<file path="src/sv/pvm_ram.sv">
// Simple dual-port synchronous RAM with registered read data.
`default_nettype none
module pvm_ram #(
	parameter int DEPTH = 32,
	parameter int WIDTH = 32
) (
	input  wire logic                     clk,
	input  wire logic                     we,
	input  wire logic [$clog2(DEPTH)-1:0] waddr,
	input  wire logic [WIDTH-1:0]         wdata,
	input  wire logic [$clog2(DEPTH)-1:0] raddr,
	output      logic [WIDTH-1:0]         rdata
);

	logic [WIDTH-1:0] mem [DEPTH];

	always_ff @(posedge clk) begin
		if (we) begin
			mem[waddr] <= wdata;
		end
		rdata <= mem[raddr];
	end

endmodule
`default_nettype wire

</file>
<file path="config.mk">
export PLATFORM = sky130hd
export DESIGN_NAME = pvm_ram
export DESIGN_NICKNAME = d
export VERILOG_FILES = /design/src/sv/pvm_ram.sv
export SDC_FILE = /design/constraint.sdc
export NUM_CORES = 1
export LEC_CHECK = 0
export BUFFER_PORTS_ARGS = -buffer_cell sky130_fd_sc_hd__buf_2
export CAP_MARGIN = 20
export CORE_ASPECT_RATIO = 2
export CORE_MARGIN = 5
export CORE_UTILIZATION = 46
export DETAILED_ROUTE_END_ITERATION = 8
export PLACE_DENSITY_LB_ADDON = 0.05
export SLEW_MARGIN = 25
export SYNTH_ARGS = -nofsm -noshare
export SYNTH_HDL_FRONTEND = slang
export SYNTH_SLANG_ARGS = --single-unit
export TNS_END_PERCENT = 100
</file>
<file path="constraint.sdc">
create_clock -name clk -period 3.6 [get_ports clk]
set_input_delay 0.36 -clock clk [delete_from_list [all_inputs] [get_ports clk]]
set_output_delay 0.36 -clock clk [all_outputs]
set_load 0.1 [all_outputs]
</file>
==> flow_summary.ini, run 1 <==
[die]
die-area_um2 = 94400
core_area_um2 = 87670
die_x_um = 219.8
rows = 154
die_h_um = 429.6
start_util = 0.4618
ios = 76

[hold_path]
hp-start = wdata[13]
min_path_cells = 1
min_to = mem[24][13]
min_path_type = in -> reg

[setup_path]
rr_endpoint = rdata[12]
crit_fanout = 1
path_buf_inv = 1
max_stage_delay_ps = 530
path_cells = buf_2
crit_start = rdata[24]
cp-end-kind = output port
slowest_stage = buf_2
rrSetupSlack_ps = 2130
cp-start-kind = flop
crit_family = buffers and inverters
critical_path_class = reg -> out
cp.required_ps = 3240
r2r_start = mem[7][12]
rr_worst_depth = 5
crit_arrival_ps = 1720

[placement]
io_buffers = 75
gp_congestion = 0.7465
dp_cells = 3475
hpwl_um = 58410

[clocking]
cts.repair.resized = 0
cts_buffer_depth = 3
clock_latency_ps = 680
ctsHtreeMaxLevel = 3
cts_buffers = 94
post_cts_buffers = 0
cts_tree = done
clk_pin_slew_ps = 70
ctsHoldBuffers = 0
cts-root-buf = clkbuf_16
clock-sinks = 1056

[drt]
drc = 0
ant_nets = 0
via_count = 20500
drt-met1-wl_um = 42710
post_drt_wl_per_cell_um = 27.98
drt_iter0_drc = 1545
dr.max_layer_used = met4
route.met2.wl_um = 53470
dr.pass1.iters = 5
viasPerCell = 5.617
route.met3.wl_um = 3582
wl_um = 102100

[cells_and_area]
fin_nets = 2445
syn_to_final_growth_pct = 13.46
fin_util = 0.5239
antenna_cells = 0
drive_above_1_share = 0.1411
final_cell_mix = edfxtp_1, mux2i_1, nand3_1
final_common_cell = edfxtp_1
fin_cells = 3650

[synth]
synth_seq_cells = 1056
synth_area_um2 = 40490
synth_cell_type_count = 25
postSynthAreaPerCell_um2 = 17.91
synth_seq_area_share = 0.7754
ys_warn_count = 0
syn_inst = 2260
synth_nets = 2304

[pwr]
leakage_nw = 15.96
ir_drop_mv = 0.4535
power.density_nw_per_um2 = 553.2

[job]
maxCapViolCount = 0

[timing]
setup_viol = 0
hold_violations = 0
report.final.slew_viol_count = 0
min_period_over_period = 0.5774
max_freq_mhz = 481.1
worst_pin_slew_ps = 972.6
slew_headroom = 0.3493
fin_crit_ps = 2079
tns_ps = 0
skew_ps = 18.15
rsz0062_at_grt = no

[run_status]
status = finished, final reports clean

[grt]
grt_max_degree = 74
overflow = 0
grt_pass1_wl_um = 147500
gr-usage-all-layers = 0.2162
antenna_found_initial = 2
grt_pass1_vias = 20840
logic make-up after synthesis:
kind of cell,Yosys count,share of synthesized area
flip-flops,1056,0.7753
multiplexers,512,0.1266
AO/OA/AOI/OAI,288,0.04846
AND/OR/NAND/NOR,277,0.03100
buffers and inverters,127,0.01860
per-layer routing:
layer  vias up  global-route usage
met4         0             0.05785
met1     10720              0.2863
li1       9251                   -
met3       129             0.02653
met2       398              0.3781
met5         -                   0
power breakdown:
group | leakage [nW] | internal [mW] | switching (mW) | total, mW
clock | 1.49 | 5.68 | 4.36 | 10.0
combinational | 4.97 | 0.434 | 1.20 | 1.64
sequential | 9.49 | 13.7 | 0.0697 | 13.7
total | 16.0 | 19.8 | 5.63 | 25.4
area by class of cell:
cell class / count / area (um^2)
clock buffers: 130 / 2621
clock inverters: 45 / 447.9
fillers: 7091 / 41740
multi-input cells: 1077 / 8610
flip-flops and latches: 1056 / 31390
well taps: 1170 / 1464
repair buffers: 172 / 1401
synthesized netlist by cell type, drive strengths merged:
| cell type | number | area share |
|---|---|---|
| edfxtp | 1024 | 0.76 |
| or3 | 1 | 0.00015 |
| and2 | 1 | 0.00015 |
| nand3 | 98 | 0.012 |
| nand3b | 5 | 0.00093 |
| clkbuf | 48 | 0.0046 |
| mux2i | 512 | 0.13 |
| nand2b | 2 | 0.00031 |
| nor2 | 34 | 0.0032 |
| dfxtp | 32 | 0.016 |
| nor3 | 32 | 0.0040 |
| nor2b | 1 | 0.00015 |
| a22o | 64 | 0.014 |
| or3b | 3 | 0.00065 |
| a21oi | 96 | 0.012 |
| buf | 79 | 0.014 |
| or2 | 1 | 0.00015 |
| nand2 | 98 | 0.0091 |
| a31oi | 32 | 0.0049 |
| and2b | 1 | 0.00019 |
| a22oi | 96 | 0.018 |
state kept, by name, indices dropped and copies added (netlist names):
| signal | flops |
|---|---|
| mem | 1024 |
| rdata | 32 |
stage by stage:
stage / setup WS, ps / hold WS, ps / cell area (um^2) / total power [mW]
after floorplan: 805.9 / 458.9 / 40490 / 15.03
after global placement: 1104 / 579.2 / 42860 / 15.65
after detailed placement: 1087 / 587.7 / 42860 / 15.66
after CTS: 1461 / 132.0 / 45930 / 25.71
after global routing: 1489 / 176.9 / 45930 / 26.29
final: 1521 / 184.5 / 45930 / 25.41
worst max path at each step:
stage                       to  slack [ps]  cells after the start
floorplan           mem[12][0]         810                      3
global placement     rdata[15]        1100                      7
detailed placement   rdata[15]        1090                      7
CTS                  rdata[27]        1460                      1
global route         rdata[27]        1490                      1
finish               rdata[24]        1520                      1
(Power assumes the default switching activity.)
==> run 2, diff against run 1 <==
clock period = 1.8 ns   (was 3.6 ns; I/O delays follow)
==> run 2 against run 1 <==
Net effect: highest routed layer unchanged; largest power group unchanged; global-route usage up 0.69 points; combinational power up 130%; critical path type unchanged; first-iteration DRC count up 3.2%; sequential share of layout area down 3.5 points; setup slack worse by 1500 ps; critical path depth unchanged; routed wire length up 3.0%; clock power up 110%.
==> flow_summary.ini, run 2 (synthesis results as in run 1) <==
[run_status]
status = finished, final reports clean

[clocking]
cts_buffers = 92
clock_latency_ps = 690
clock-sinks = 1056
cts-root-buf = clkbuf_16
cts_buffer_depth = 3
cts_tree = done
clk_pin_slew_ps = 60
ctsHtreeMaxLevel = 3

[pwr]
p_seq_frac = 0.525
leakage_nw = 17.21
p_sw_mw = 11.60
power.density_nw_per_um2 = 1082
switching_share = 0.2216
total_power_mw = 52.34
intPower_mw = 40.74
p_clk_frac = 0.403
ir_drop_mv = 0.8745
combPwrFrac = 0.072

[hold_path]
min_path_type = in -> reg
min_to = mem[29][30]
hp-start = wdata[30]
min_path_cells = 1

[drt]
dr.pass1.iters = 5
via_count = 21370
ant_nets = 0
post_drt_wl_per_cell_um = 27.44
wl_um = 105200
drc = 0
viasPerCell = 5.570
drt_iter0_drc = 1594

[cells_and_area]
n_fill_cell = 6935
top_regs = mem x1024, rdata x32
final_cell_mix = edfxtp_1, mux2i_1, buf_4
antenna_cells = 0
fin_nets = 2631
top_register = mem
drive_above_1_share = 0.1973
multiInputGateArea_um2 = 8610
ff_latch_area_um2 = 31390
fin_util = 0.5520
fin_cells = 3836
largest_reg_flops = 1024
syn_to_final_growth_pct = 19.53
final_common_cell = edfxtp_1

[die]
die-area_um2 = 94400
start_util = 0.4618
die_x_um = 219.8
die_h_um = 429.6
rows = 154
core_area_um2 = 87670
ios = 76

[setup_path]
critical_path_class = reg -> out
cp-end-kind = output port
path_buf_inv = 1
rrSetupSlack_ps = 90
rr_endpoint = rdata[18]
r2r_start = mem[7][18]
crit_fanout = 1
slowest_stage = buf_2
cp-start-kind = flop
cp.required_ps = 1620
crit_cells = 1
crit_arrival_ps = 1560
max_stage_delay_ps = 460
crit_family = buffers and inverters
rr_worst_depth = 7
path_cells = buf_2

[placement]
dp_cells = 3639
hpwl_um = 66910
io_buffers = 75
gp_congestion = 0.7748

[timing]
fin_crit_ps = 1744
max_freq_mhz = 573.3
rsz0062_at_grt = no
hold_violations = 0
min_period_over_period = 0.9691
setup_viol = 0
worst_pin_slew_ps = 646.0
skew_ps = 14.55
report.final.slew_viol_count = 0
slew_headroom = 0.5693

[grt]
grt_pass1_vias = 21760
grt_max_degree = 33
antenna_found_initial = 0
gr-usage-all-layers = 0.2232
overflow = 0
grt_pass1_wl_um = 151900

[job]
maxCapViolCount = 0
-- run 2: final cells by class --
cell class	instances	area share
Clock inverter	57	0.01564
Clock buffer	116	0.05150
Multi-Input combinational cell	1077	0.1779
Sequential cell	1056	0.6487
Timing Repair Buffer	360	0.07602
Tap cell	1170	0.03025
-- run 2: per-layer routing --
layer,global-route usage,vias up,part of all wire
li1,-,9634,-
met1,0.3007,11130,0.42
met2,0.3804,462,0.51
met3,0.02646,142,0.037
met4,0.06993,0,0.028
met5,0,-,0
-- run 2: how the worst max path moves through the flow --
stage | start | to
detailed placement | raddr[0] | rdata[26]
global placement | raddr[0] | rdata[26]
finish | rdata[11] | rdata[11]
global route | rdata[11] | rdata[11]
CTS | rdata[3] | rdata[3]
floorplan | we | mem[27][0]
-- run 2: repair_timing --
item / 4_1_cts / 5_1_grt
setup buffers: 0 / 0
hold buffers: 24 / 0
resized for setup: 7 / 0
setup endpoints to repair: 7 / 0
hold endpoints to repair: 610 / 0
-- run 2: stage by stage --
step	setup WS [ps]	hold WS [ps]	cell area (um^2)	setup TNS, ps
after floorplan	-464.7	278.9	40610	-211720
after global placement	-101.7	578.3	44880	-556.9
after CTS	2.470	3.518	48390	0
after detailed placement	-117.8	589.5	44880	-621.9
final	55.69	44.38	48390	0
after global routing	22.35	39.37	48390	0
-- run 2: power by group through the flow --
| stage | logic [mW] | clock network [mW] | registers [mW] |
|---|---|---|---|
| finish | 3.77 | 21.1 | 27.5 |
| CTS | 3.82 | 21.6 | 27.5 |
| floorplan | 1.43 | 0 | 28.7 |
| global route | 3.99 | 22.6 | 27.5 |
| global placement | 3.74 | 0 | 28.0 |
| detailed placement | 3.76 | 0 | 28.0 |
==> run 3, diff against run 2 <==
PLACE_DENSITY_LB_ADDON = not set   (was 0.05)
==> run 3 against run 2 <==
Net effect: design area shrank 0.81%; maximum frequency about the same; die area is the same; critical path depth unchanged; largest power group unchanged.
==> flow_summary.ini, run 3 (synthesis results as in run 1) <==
[run_status]
status = finished, final reports clean

[grt]
grt_pass1_vias = 21620
grt_pass1_wl_um = 145000
gr-usage-all-layers = 0.2099
grt_max_degree = 41
antenna_found_initial = 3
overflow = 0

[drt]
via_count = 21160
drc = 0
wl_um = 98790
post_drt_wl_per_cell_um = 26.18
dr.pass1.iters = 5
viasPerCell = 5.606
drt_iter0_drc = 2073
ant_nets = 0

[hold_path]
hp-start = wdata[18]
min_to = mem[6][18]
min_path_type = in -> reg
min_path_cells = 1

[die]
ios = 76
die-area_um2 = 94400
core_area_um2 = 87670
die_h_um = 429.6
die_x_um = 219.8
rows = 154
start_util = 0.4618

[setup_path]
cp-end-kind = output port
slowest_stage = buf_2
path_cells = buf_2
path_buf_inv = 1
rr_endpoint = rdata[7]
max_stage_delay_ps = 470
cp-start-kind = flop
crit_fanout = 1
crit_arrival_ps = 1570
critical_path_class = reg -> out
crit_family = buffers and inverters
rrSetupSlack_ps = 260
rr_worst_depth = 4
r2r_start = mem[19][7]
cp.required_ps = 1620

[timing]
max_freq_mhz = 572.8
hold_violations = 0
report.final.slew_viol_count = 0
setup_ws_ps = 54.26
skew_ps = 21.94
fin_hold_ws_ps = 39.31
fin_crit_ps = 1746
setup_viol = 0
slew_headroom = 0.5876
min_period_over_period = 0.9699
rsz0062_at_grt = no
worst_pin_slew_ps = 618.5

[clocking]
cts_buffers = 91
cts-root-buf = clkbuf_16
clk_pin_slew_ps = 60
ctsHtreeMaxLevel = 3
cts_tree = done
cts_buffer_depth = 3
clock_latency_ps = 670
clock-sinks = 1056

[cells_and_area]
largest_reg_flops = 1024
antenna_cells = 0
top_regs = mem x1024, rdata x32
top_register = mem
multiInputGateArea_um2 = 8610
final_area_um2 = 48000
fin_cells = 3774
drive_above_1_share = 0.1778
final_cell_mix = edfxtp_1, mux2i_1, buf_4
ff_latch_area_um2 = 31390
fin_nets = 2576
final_common_cell = edfxtp_1
syn_to_final_growth_pct = 18.56
n_fill_cell = 6788

[placement]
place_area_um2 = 44630
place_ws_ps = -277.5
hpwl_um = 61800
gp_congestion = 0.7827
io_buffers = 75
dp_cells = 3588

[pwr]
p_clk_frac = 0.399
switching_share = 0.2161
intPower_mw = 40.56
p_seq_frac = 0.531
combPwrFrac = 0.070
leakage_nw = 16.92
p_sw_mw = 11.18
power.density_nw_per_um2 = 1078
ir_drop_mv = 0.9053

[job]
maxCapViolCount = 0
## run 3: cell types whose count changed in the layout (fill, tap and decap cells not counted), sizes merged
cell	previous run	this run
clkinv	34	36
dlygate4sd3	24	21
clkinvlp	3	2
clkbuf	116	109
buf	336	285
bufinv	16	17
inv	4	1
## run 3: metrics by stage
step / TNS (ps) / total power, mW / utilization
3_3_place_gp: -1048 / 31.57 / 0.5090
3_5_place_dp: -1297 / 31.61 / 0.5090
6_report: 0 / 51.74 / 0.5475
2_1_floorplan: -211720 / 30.08 / -
4_1_cts: 0 / 52.23 / 0.5475
5_1_grt: 0 / 53.43 / 0.5475
## run 3: worst max path at each step
stage	startpoint	endpoint	cells after the start
3_5_place_dp	raddr[0]	rdata[25]	8
3_3_place_gp	raddr[0]	rdata[25]	8
5_1_grt	rdata[26]	rdata[26]	1
2_1_floorplan	we	mem[27][0]	2
6_report	rdata[26]	rdata[26]	1
4_1_cts	rdata[26]	rdata[26]	1
## run 3: timing repair
action                                  4_1_cts  5_1_grt
gates resized for setup                       5        0
endpoints found under the setup margin        5        0
hold endpoints to repair                    453        0
setup buffers                                 0        0
hold buffers                                 21        0
## run 3: metal layers
metal | routed length [um] | global-route usage
met5 | 20 | 0
met4 | 2439 | 0.05897
met2 | 49840 | 0.3523
met3 | 5430 | 0.03160
met1 | 41060 | 0.2866
## run 3: layout make-up
type,count,area share
clock buffer,109,0.05080
clock inverter,56,0.01486
multi-input combinational,1077,0.1794
sequential,1056,0.6539
tap,1170,0.03050
timing repair buffer,306,0.07053
## run 3: power groups by stage
stage / clock network, mW / logic, mW / registers [mW]
floorplan: 0 / 1.43 / 28.7
global placement: 0 / 3.58 / 28.0
detailed placement: 0 / 3.60 / 28.0
CTS: 21.1 / 3.66 / 27.5
global route: 22.1 / 3.84 / 27.5
finish: 20.6 / 3.63 / 27.5
